===== src/rtl/core/fsmc_pkg.sv =====
`timescale 1ns / 1ps
// ----------------------------------------------------------------------------
// fsmc_pkg
// Shared widths, command codes, register indexes and result type for the
// stepper focuser motion controller.
// ----------------------------------------------------------------------------
package fsmc_pkg;

	localparam int CmdW    = 3;
	localparam int PosW    = 24;
	localparam int StepsW  = 25;
	localparam int TotalW  = 48;
	localparam int BlW     = 12;
	localparam int PeriodW = 16;
	localparam int CfgIdxW = 3;
	localparam int CfgDatW = 24;

	// Command codes
	localparam logic [CmdW-1:0] CmdTick  = 3'd0;
	localparam logic [CmdW-1:0] CmdRel   = 3'd1;
	localparam logic [CmdW-1:0] CmdAbs   = 3'd2;
	localparam logic [CmdW-1:0] CmdAbort = 3'd3;
	localparam logic [CmdW-1:0] CmdSync  = 3'd4;

	// Register indexes
	localparam logic [CfgIdxW-1:0] RegLowerLimit = 3'd0;
	localparam logic [CfgIdxW-1:0] RegUpperLimit = 3'd1;
	localparam logic [CfgIdxW-1:0] RegReverse    = 3'd2;
	localparam logic [CfgIdxW-1:0] RegBlEnable   = 3'd3;
	localparam logic [CfgIdxW-1:0] RegBlCount    = 3'd4;
	localparam logic [CfgIdxW-1:0] RegStepPeriod = 3'd5;
	localparam logic [CfgIdxW-1:0] RegLinkUp     = 3'd6;

	// Last travel direction codes
	localparam logic [1:0] DirNone = 2'd0;
	localparam logic [1:0] DirOut  = 2'd1;
	localparam logic [1:0] DirIn   = 2'd2;

	typedef struct packed {
		logic                    accepted;
		logic signed [PosW-1:0]  position;
		logic                    moving;
		logic                    move_done;
		logic                    move_aborted;
		logic [TotalW-1:0]       travel_total;
	} result_t;

endpackage


===== src/rtl/core/fsmc_cmd_if.sv =====
`timescale 1ns / 1ps
// ----------------------------------------------------------------------------
// fsmc_cmd_if
// Command channel: one command item (cmd, amount) per handshake.
// ----------------------------------------------------------------------------
interface fsmc_cmd_if
	import fsmc_pkg::*;
();
	logic                   valid;
	logic                   ready;
	logic [CmdW-1:0]        cmd;
	logic signed [PosW-1:0] amount;

	modport source (output valid, output cmd, output amount, input ready);
	modport sink   (input valid, input cmd, input amount, output ready);
endinterface


===== src/rtl/core/fsmc_res_if.sv =====
`timescale 1ns / 1ps
// ----------------------------------------------------------------------------
// fsmc_res_if
// Result channel: one status item per command item.
// ----------------------------------------------------------------------------
interface fsmc_res_if
	import fsmc_pkg::*;
();
	logic                   valid;
	logic                   ready;
	logic                   accepted;
	logic signed [PosW-1:0] position;
	logic                   moving;
	logic                   move_done;
	logic                   move_aborted;
	logic [TotalW-1:0]      travel_total;

	modport source (output valid, output accepted, output position, output moving,
		output move_done, output move_aborted, output travel_total, input ready);
	modport sink   (input valid, input accepted, input position, input moving,
		input move_done, input move_aborted, input travel_total, output ready);
endinterface


===== src/rtl/core/fsmc_cfg_if.sv =====
`timescale 1ns / 1ps
// ----------------------------------------------------------------------------
// fsmc_cfg_if
// Configuration write channel: register index and write data.
// ----------------------------------------------------------------------------
interface fsmc_cfg_if
	import fsmc_pkg::*;
();
	logic               valid;
	logic               ready;
	logic [CfgIdxW-1:0] index;
	logic [CfgDatW-1:0] data;

	modport source (output valid, output index, output data, input ready);
	modport sink   (input valid, input index, input data, output ready);
endinterface


===== src/rtl/core/focuser_step_motion_control_top.sv =====
`timescale 1ns / 1ps
// ----------------------------------------------------------------------------
// focuser_step_motion_control_top
// Stepper focuser motion controller with backlash compensation.
// ----------------------------------------------------------------------------
// Each command item (tick, relative move, absolute move, abort, sync) yields
// exactly one status item, held in the result register. The block takes one
// item per cycle sustained: the whole decision (window check, backlash, step
// and travel-total update) is one pass of adds and compares from the motion
// state registers into the result register, and the result register frees
// in the same cycle that the sink takes its item, so command.ready stays high
// unless a result is held by a stalled sink. Configuration writes are taken
// at any time (cfg.ready is always high) but must only be issued while no
// result is pending. Moves are refused while a move runs or while the link is
// down, and when the end point falls outside [max(lower_limit, MIN_TRAVEL),
// min(upper_limit, MAX_TRAVEL)]. A running move steps the position once every
// step_period ticks (zero counts as one); a zero-length move finishes on the
// next tick. Completed moves add their length to a 48-bit saturating total.
// ----------------------------------------------------------------------------
module focuser_step_motion_control_top
	import fsmc_pkg::*;
#(
	parameter int MAX_TRAVEL = 65535,
	parameter int MIN_TRAVEL = 0
) (
	input  logic   clk,
	input  logic   arst_n,
	fsmc_cmd_if.sink   command,
	fsmc_res_if.source result,
	fsmc_cfg_if.sink   cfg
);

	localparam logic signed [PosW-1:0] MaxTravel = PosW'(MAX_TRAVEL);
	localparam logic signed [PosW-1:0] MinTravel = PosW'(MIN_TRAVEL);

	// Configuration registers
	logic signed [PosW-1:0] lower_limit_q;
	logic signed [PosW-1:0] upper_limit_q;
	logic                   reverse_q;
	logic                   bl_enable_q;
	logic [BlW-1:0]         bl_count_q;
	logic [PeriodW-1:0]     step_period_q;
	logic                   link_up_q;

	// Motion state
	logic signed [PosW-1:0] pos_q,       pos_d;
	logic [StepsW-1:0]      steps_left_q, steps_left_d;
	logic [StepsW-1:0]      move_len_q,  move_len_d;
	logic                   step_sign_q, step_sign_d;
	logic [1:0]             last_dir_q,  last_dir_d;
	logic                   busy_q,      busy_d;
	logic [PeriodW-1:0]     tick_div_q,  tick_div_d;
	logic [TotalW-1:0]      travel_q,    travel_d;

	// Result register
	logic    res_valid_q;
	result_t res_q;
	result_t res_d;

	logic cmd_fire;
	logic cfg_fire;

	// Move planning
	logic signed [StepsW-1:0]   amt_x;
	logic signed [StepsW-1:0]   pos_x;
	logic signed [StepsW-1:0]   rel_s;
	logic signed [StepsW-1:0]   abs_s;
	logic signed [StepsW-1:0]   raw_s;
	logic                       raw_out;
	logic                       add_bl;
	logic signed [StepsW:0]     bl_s;
	logic signed [StepsW+1:0]   rel_target;
	logic signed [PosW-1:0]     win_lo;
	logic signed [PosW-1:0]     win_hi;
	logic                       rel_ok;
	logic                       abs_ok;
	logic signed [StepsW:0]     mag;

	// Tick path
	logic [PeriodW-1:0]   per_eff;
	logic [PeriodW-1:0]   tick_inc;
	logic [StepsW-1:0]    steps_dec;
	logic [TotalW:0]      travel_add;
	logic [TotalW-1:0]    travel_sat;

	assign cmd_fire = command.valid && command.ready;
	assign cfg_fire = cfg.valid && cfg.ready;

	// Free the result register whenever the sink takes it
	assign command.ready = !res_valid_q || result.ready;
	assign cfg.ready     = 1'b1;

	// ------------------------------------------------------------------
	// Configuration writes; indexes past the list are dropped
	// ------------------------------------------------------------------
	always_ff @(posedge clk or negedge arst_n) begin
		if (!arst_n) begin
			lower_limit_q <= '0;
			upper_limit_q <= PosW'(65535);
			reverse_q     <= 1'b0;
			bl_enable_q   <= 1'b0;
			bl_count_q    <= '0;
			step_period_q <= PeriodW'(1);
			link_up_q     <= 1'b0;
		end else if (cfg_fire) begin
			case (cfg.index)
				RegLowerLimit: lower_limit_q <= cfg.data[PosW-1:0];
				RegUpperLimit: upper_limit_q <= cfg.data[PosW-1:0];
				RegReverse:    reverse_q     <= cfg.data[0];
				RegBlEnable:   bl_enable_q   <= cfg.data[0];
				RegBlCount:    bl_count_q    <= cfg.data[BlW-1:0];
				RegStepPeriod: step_period_q <= cfg.data[PeriodW-1:0];
				RegLinkUp:     link_up_q     <= cfg.data[0];
				default: ;
			endcase
		end
	end

	// ------------------------------------------------------------------
	// Move planning: signed step count, backlash, window check
	// ------------------------------------------------------------------
	always_comb begin
		amt_x = StepsW'(command.amount);
		pos_x = StepsW'(pos_q);
		rel_s = reverse_q ? -amt_x : amt_x;
		abs_s = amt_x - pos_x;
		raw_s = (command.cmd == CmdRel) ? rel_s : abs_s;

		// New direction is outward only for a positive count
		raw_out = (raw_s > 0);
		add_bl  = bl_enable_q && (bl_count_q != '0) && (last_dir_q != DirNone)
			&& (last_dir_q != (raw_out ? DirOut : DirIn));
		if (!add_bl)
			bl_s = (StepsW+1)'(raw_s);
		else if (raw_out)
			bl_s = (StepsW+1)'(raw_s) + $signed({1'b0, (StepsW)'(bl_count_q)});
		else
			bl_s = (StepsW+1)'(raw_s) - $signed({1'b0, (StepsW)'(bl_count_q)});

		// Window is the intersection of the limits and the travel range
		win_lo = (lower_limit_q < MinTravel) ? MinTravel : lower_limit_q;
		win_hi = (upper_limit_q > MaxTravel) ? MaxTravel : upper_limit_q;

		rel_target = (StepsW+2)'(pos_q) + (StepsW+2)'(bl_s);
		rel_ok = (rel_target >= (StepsW+2)'(win_lo)) && (rel_target <= (StepsW+2)'(win_hi));
		abs_ok = (command.amount >= win_lo) && (command.amount <= win_hi);

		mag = (bl_s < 0) ? -bl_s : bl_s;
	end

	// ------------------------------------------------------------------
	// Tick arithmetic
	// ------------------------------------------------------------------
	always_comb begin
		per_eff    = (step_period_q == '0) ? PeriodW'(1) : step_period_q;
		tick_inc   = tick_div_q + PeriodW'(1);
		steps_dec  = steps_left_q - StepsW'(1);
		travel_add = {1'b0, travel_q} + (TotalW+1)'(move_len_q);
		travel_sat = travel_add[TotalW] ? {TotalW{1'b1}} : travel_add[TotalW-1:0];
	end

	// ------------------------------------------------------------------
	// Next state and result for the item at the port
	// ------------------------------------------------------------------
	always_comb begin
		pos_d        = pos_q;
		steps_left_d = steps_left_q;
		move_len_d   = move_len_q;
		step_sign_d  = step_sign_q;
		last_dir_d   = last_dir_q;
		busy_d       = busy_q;
		tick_div_d   = tick_div_q;
		travel_d     = travel_q;
		res_d        = '0;

		case (command.cmd)
			CmdTick: begin
				res_d.accepted = 1'b1;
				if (busy_q) begin
					if (steps_left_q == '0) begin
						// Zero-length move finishes here
						travel_d        = travel_sat;
						busy_d          = 1'b0;
						tick_div_d      = '0;
						res_d.move_done = 1'b1;
					end else if (tick_inc >= per_eff) begin
						tick_div_d = '0;
						if (step_sign_q) begin
							pos_d      = pos_q - PosW'(1);
							last_dir_d = DirIn;
						end else begin
							pos_d      = pos_q + PosW'(1);
							last_dir_d = DirOut;
						end
						steps_left_d = steps_dec;
						if (steps_dec == '0) begin
							travel_d        = travel_sat;
							busy_d          = 1'b0;
							res_d.move_done = 1'b1;
						end
					end else begin
						tick_div_d = tick_inc;
					end
				end
			end
			CmdRel, CmdAbs: begin
				if (!busy_q && link_up_q
					&& ((command.cmd == CmdRel) ? rel_ok : abs_ok)) begin
					steps_left_d   = mag[StepsW-1:0];
					move_len_d     = mag[StepsW-1:0];
					step_sign_d    = !(bl_s > 0);
					tick_div_d     = '0;
					busy_d         = 1'b1;
					res_d.accepted = 1'b1;
				end
			end
			CmdAbort: begin
				// Stop without crediting the travel total
				if (busy_q) begin
					busy_d             = 1'b0;
					steps_left_d       = '0;
					tick_div_d         = '0;
					res_d.accepted     = 1'b1;
					res_d.move_aborted = 1'b1;
				end
			end
			CmdSync: begin
				if (!busy_q) begin
					pos_d          = command.amount;
					res_d.accepted = 1'b1;
				end
			end
			default: ;
		endcase

		res_d.position     = pos_d;
		res_d.moving       = busy_d;
		res_d.travel_total = travel_d;
	end

	// ------------------------------------------------------------------
	// State and result registers; advance only on an accepted item
	// ------------------------------------------------------------------
	always_ff @(posedge clk or negedge arst_n) begin
		if (!arst_n) begin
			pos_q        <= '0;
			steps_left_q <= '0;
			move_len_q   <= '0;
			step_sign_q  <= 1'b0;
			last_dir_q   <= DirNone;
			busy_q       <= 1'b0;
			tick_div_q   <= '0;
			travel_q     <= '0;
		end else if (cmd_fire) begin
			pos_q        <= pos_d;
			steps_left_q <= steps_left_d;
			move_len_q   <= move_len_d;
			step_sign_q  <= step_sign_d;
			last_dir_q   <= last_dir_d;
			busy_q       <= busy_d;
			tick_div_q   <= tick_div_d;
			travel_q     <= travel_d;
		end
	end

	always_ff @(posedge clk or negedge arst_n) begin
		if (!arst_n) begin
			res_valid_q <= 1'b0;
		end else if (cmd_fire) begin
			res_valid_q <= 1'b1;
		end else if (result.ready) begin
			res_valid_q <= 1'b0;
		end
	end

	always_ff @(posedge clk) begin
		if (cmd_fire) begin
			res_q <= res_d;
		end
	end

	assign result.valid        = res_valid_q;
	assign result.accepted     = res_q.accepted;
	assign result.position     = res_q.position;
	assign result.moving       = res_q.moving;
	assign result.move_done    = res_q.move_done;
	assign result.move_aborted = res_q.move_aborted;
	assign result.travel_total = res_q.travel_total;

	// ------------------------------------------------------------------
	// Assertions
	// ------------------------------------------------------------------
	a_idle_clean: assert property (@(posedge clk) disable iff (!arst_n)
		!busy_q |-> (steps_left_q == '0) && (tick_div_q == '0))
		else $error("idle with steps or divider left over");

	a_done_stops: assert property (@(posedge clk) disable iff (!arst_n)
		cmd_fire && res_d.move_done |=> !busy_q && res_valid_q && !res_q.moving)
		else $error("completed move still marked busy");

	a_total_grows: assert property (@(posedge clk) disable iff (!arst_n)
		1'b1 |=> travel_q >= $past(travel_q))
		else $error("travel total decreased");

	a_res_mirrors: assert property (@(posedge clk) disable iff (!arst_n)
		cmd_fire |=> (res_q.position == pos_q) && (res_q.moving == busy_q)
			&& (res_q.travel_total == travel_q))
		else $error("result disagrees with state after item");

endmodule

===== src/flat_wrapper.sv =====
// flat-port wrapper written by rule: the top's interface ports become plain ports
module focuser_step_motion_control_top_flat import fsmc_pkg::*;
#(
	parameter int MAX_TRAVEL = 65535,
	parameter int MIN_TRAVEL = 0
)
  (clk, arst_n, command_valid, command_cmd, command_amount, command_ready, result_valid, result_accepted, result_position, result_moving, result_move_done, result_move_aborted, result_travel_total, result_ready, cfg_valid, cfg_index, cfg_data, cfg_ready);
  fsmc_cmd_if command_i ();
  fsmc_res_if result_i ();
  fsmc_cfg_if cfg_i ();
  input  logic clk;
  input  logic arst_n;
  input wire logic [$bits(command_i.valid)-1:0] command_valid;
  input wire logic [$bits(command_i.cmd)-1:0] command_cmd;
  input wire logic [$bits(command_i.amount)-1:0] command_amount;
  output wire logic [$bits(command_i.ready)-1:0] command_ready;
  output wire logic [$bits(result_i.valid)-1:0] result_valid;
  output wire logic [$bits(result_i.accepted)-1:0] result_accepted;
  output wire logic [$bits(result_i.position)-1:0] result_position;
  output wire logic [$bits(result_i.moving)-1:0] result_moving;
  output wire logic [$bits(result_i.move_done)-1:0] result_move_done;
  output wire logic [$bits(result_i.move_aborted)-1:0] result_move_aborted;
  output wire logic [$bits(result_i.travel_total)-1:0] result_travel_total;
  input wire logic [$bits(result_i.ready)-1:0] result_ready;
  input wire logic [$bits(cfg_i.valid)-1:0] cfg_valid;
  input wire logic [$bits(cfg_i.index)-1:0] cfg_index;
  input wire logic [$bits(cfg_i.data)-1:0] cfg_data;
  output wire logic [$bits(cfg_i.ready)-1:0] cfg_ready;
  assign command_i.valid = command_valid;
  assign command_i.cmd = command_cmd;
  assign command_i.amount = command_amount;
  assign command_ready = command_i.ready;
  assign result_valid = result_i.valid;
  assign result_accepted = result_i.accepted;
  assign result_position = result_i.position;
  assign result_moving = result_i.moving;
  assign result_move_done = result_i.move_done;
  assign result_move_aborted = result_i.move_aborted;
  assign result_travel_total = result_i.travel_total;
  assign result_i.ready = result_ready;
  assign cfg_i.valid = cfg_valid;
  assign cfg_i.index = cfg_index;
  assign cfg_i.data = cfg_data;
  assign cfg_ready = cfg_i.ready;
  focuser_step_motion_control_top #(.MAX_TRAVEL(MAX_TRAVEL), .MIN_TRAVEL(MIN_TRAVEL)) u_core (.clk(clk), .arst_n(arst_n), .command(command_i), .result(result_i), .cfg(cfg_i));
endmodule

===== config.mk =====
export PLATFORM = sky130hd
export DESIGN_NAME = focuser_step_motion_control_top_flat
export DESIGN_NICKNAME = d
export VERILOG_FILES = /design/src/rtl/core/fsmc_pkg.sv /design/src/rtl/core/fsmc_cmd_if.sv /design/src/rtl/core/fsmc_res_if.sv /design/src/rtl/core/fsmc_cfg_if.sv /design/src/rtl/core/focuser_step_motion_control_top.sv /design/src/flat_wrapper.sv
export SDC_FILE = /design/constraint.sdc
export NUM_CORES = 1
export LEC_CHECK = 0
export BUFFER_PORTS_ARGS = -buffer_cell sky130_fd_sc_hd__buf_2
export CAP_MARGIN = 20
export CORE_MARGIN = 5
export CORE_UTILIZATION = 55
export CTS_CLUSTER_DIAMETER = 60
export CTS_CLUSTER_SIZE = 8
export DETAILED_ROUTE_END_ITERATION = 10
export MAX_ROUTING_LAYER = met4
export PLACE_DENSITY = 0.81
export SKIP_LAST_GASP = 1
export SYNTH_ARGS = -nofsm -noshare
export SYNTH_HDL_FRONTEND = slang
export SYNTH_SLANG_ARGS = --single-unit

===== constraint.sdc =====
create_clock -name clk -period 15.6 [get_ports clk]
set_clock_uncertainty 0.15 [all_clocks]
set_input_delay 0 -clock clk [delete_from_list [all_inputs] [get_ports clk]]
set_output_delay 0 -clock clk [all_outputs]
set_load 0.1 [all_outputs]

==> out/results.tsv <==
metric	value	unit
status	finished clean	
clock root cell	clkbuf_16	
global-route wire length before repair	133500	µm
# fillers	3782	
sequential share of the synthesized area	30.91	%
std cell rows	78	
antenna violations before repair	1	
Syn Inst Count	2985	
Resized Gates After CTS	0	
post-synthesis async set-or-reset flop share	74.50	%
Worst R2R End	u_core.steps_left_q[3]$_DFFE_PN0P_	
CP most frequent cell	ha_1	
Top Family by Delay on Critical Path	compound AO/OA/AOI/OAI gates	
die height	225.0	µm
CTS Sinks	298	
DRT antenna net count	0	
Slew Limit Fails	0	
cts bufs inserted	44	
dpl hpwl	66760	µm
Ports	138	
gr ovfl total	0	
number of synthesized flops with an enable pin	76	
Yosys warnings	0	
FF/Latch Area	0.007859	mm²
CP max stage cell	o31ai_2	
DR DRC count	0	
Final WS setup	1787	ps
synthesized net count	3284	
critical path depth	42	
CP Capture Point	u_core.steps_left_q[3]$_DFFE_PN0P_	
die area	0.05063	mm²
antenna diode count	0	
drt total wl	86510	µm
Worst Path Buf+Inv	2	
router iterations before antenna repair	6	
critical path required time	15910	ps
fmax	0.07240	GHz
Seq cells post-synth	298	
area of the multi-input gates	0.01664	mm²
Die X-Extent	225.0	µm
crit path launch type	register	
CTS HTree Levels	2	
crit path max fanout	13	
minimum clock period	13810	ps
CP Data Arrival Time	14120	ps
Setup crit start	u_core.pos_q[7]$_DFFE_PN0P_	
Port Buf Inserts	136	
PD cells	232.9	mW/mm²
Post-CTS Setup Inserts	0	
Initial Utilization	55.79	%
Worst setup EP type	register	
Finish-stage setup viols	0	
CTS max path bufs	3	
clk slew on worst S/H paths	60	ps
final worst path period share	88.55	%
Crit Path Class	register to register	
Primary FF master, synth	dfrtp_1	
initial DRC count	2629	
total number of vias	24380	
top sig layer	met4	
layout cells sized above 1	12.63	%
hold path cells	5	
Cell variety after synth	101	
GRT Resource Usage Total	34.26	%
leakage power	0.01244	µW
reg2reg setup slack	1790	ps
routed wl met2	38960	µm
Core Region	0.04558	mm²
max_cap viols	0	
met3 wire length	6668	µm
RSZ-0062 raised after global routing	false	
max incr delay on CP	720	ps
Least-Margin Pin Slew	1127	ps
commonest non-fill, non-tap cell in the layout	nand2_1	
most frequent cells in the layout	nand2_1 (307), o21ai_0 (252), ha_1 (235)	
Rel. slew slack	24.84	%
syn avg cell area	8.518	µm²
GP Congestion	1.088	
area grow syn2layout	12.40	%
WL/cell	22.97	µm
Vias/cell	6.474	
Clock Latency Late Sink	590	ps
nets@finish	3433	
largest net degree at the start of global routing	86	
Hold Crit Class	input pin to register	
worst slack, placed	2275	ps
Peak VDD IR	0.1287	mV
setup TNS	0	ps
worst reg2reg path depth	42	
CTS tree	done	
vias in the first global route	23323	
synthesized cell area	0.02543	mm²
reg-to-reg startpoint	u_core.pos_q[7]$_DFFE_PN0P_	
DRT met1 WL	35160	µm
final-report hold violation count	0	
how the worst min path moves through the flow:
| stage | startpoint | to | slack, ps |
|---|---|---|---|
| final | result_ready | u_core.pos_q[13]$_DFFE_PN0P_ | 40 |
| after global routing | command_amount[20] | u_core.result.position[20]$_DFFE_PP_ | 70 |
| after CTS | result_ready | u_core.pos_q[16]$_DFFE_PN0P_ | 2 |
| after detailed placement | arst_n | u_core.lower_limit_q[3]$_DFFE_PN0P_ | -50 |
| after global placement | arst_n | u_core.pos_q[3]$_DFFE_PN0P_ | -50 |
| after floorplan | arst_n | u_core.bl_count_q[0]$_DFFE_PN0P_ | -450 |
cell families (layout without fill, tap and decap cells):
family / Yosys count / in the layout / share of synthesized area, %
other: 1 / 1 / 0.01475
DFF: 298 / 298 / 30.91
and+or+nand+nor: 1010 / 1010 / 19.41
AOI/OAI and AO/OA: 893 / 893 / 22.54
xor gates and xnor gates: 177 / 177 / 6.097
buffers and inverters: 244 / 425 / 3.750
muxes: 118 / 118 / 5.167
adders and majority gates: 244 / 244 / 12.11
report_power, final:
group          total (µW)  leakage (µW)  switching [µW]  internal, µW
clock                 904      0.000622             362           542
sequential           1120       0.00359             168           952
combinational        4630       0.00823            2940          1690
total                6650        0.0124            3470          3180
synthesized netlist by cell type (79+ instances only):
cell type / count / area (µm²)
a21oi_1: 204 / 1021
xnor2_1: 108 / 945.9
nand2_1: 307 / 1152
nand3_1: 79 / 395.4
mux2_2: 106 / 1194
inv_1: 111 / 416.7
ha_1: 235 / 2940
clkbuf_1: 111 / 416.7
nor2_1: 234 / 878.3
dfrtp_1: 205 / 5130
o21ai_0: 252 / 1261
worst register-to-register path: cells and delay by family (launching register included):
family	cells	cell delay [ps]
fa+ha+maj	6	2240
compound gates	19	7170
flops	1	480
xor+xnor	2	450
simple gates	13	2550
buf+inv	2	680
metrics by stage:
step / hold slack (ps) / utilization [%] / total power, µW / instance area [µm²] / std cells
after floorplan: -445.6 / - / 4272 / 25430 / 2985
after global placement: -52.54 / 58.40 / 5439 / 26620 / 3623
after detailed placement: -51.24 / 58.41 / 5563 / 26620 / 3624
after CTS: 2.275 / 62.71 / 6520 / 28580 / 3766
after global routing: 74.03 / 62.71 / 7078 / 28580 / 3766
final: 36.76 / 62.71 / 6655 / 28580 / 3766
repair_timing:
item | CTS | global route
hold endpoints to repair | 220 | 0
endpoints found under the setup margin | 0 | 0
hold buffers | 64 | 0
flip-flops by register name, summed over array words and instances (netlist names), 12 cells and up:
register                    flops
u_core.tick_div_q              16
u_core.travel_q                48
u_core.upper_limit_q           24
u_core.step_period_q           16
u_core.result.travel_total     48
u_core.lower_limit_q           24
u_core.result.position         24
u_core.steps_left_q            25
u_core.bl_count_q              12
u_core.pos_q                   24
u_core.move_len_q              25
metal layers:
| layer | global-route usage (%) | up-vias |
|---|---|---|
| met5 | - | - |
| met4 | 18.82 | 0 |
| met3 | 3.947 | 261 |
| met2 | 53.28 | 1203 |
| met1 | 43.85 | 11597 |
| li1 | - | 11319 |
cell type report:
cell class / count / area share (%)
Inverter: 113 / 1.502
Timing Repair Buffer: 234 / 5.604
Tap cell: 600 / 2.627
Multi-Input combinational cell: 2443 / 58.22
Sequential cell: 298 / 27.50
Clock buffer: 74 / 4.356
Clock inverter: 4 / 0.1883
(Power assumes the default switching activity.)
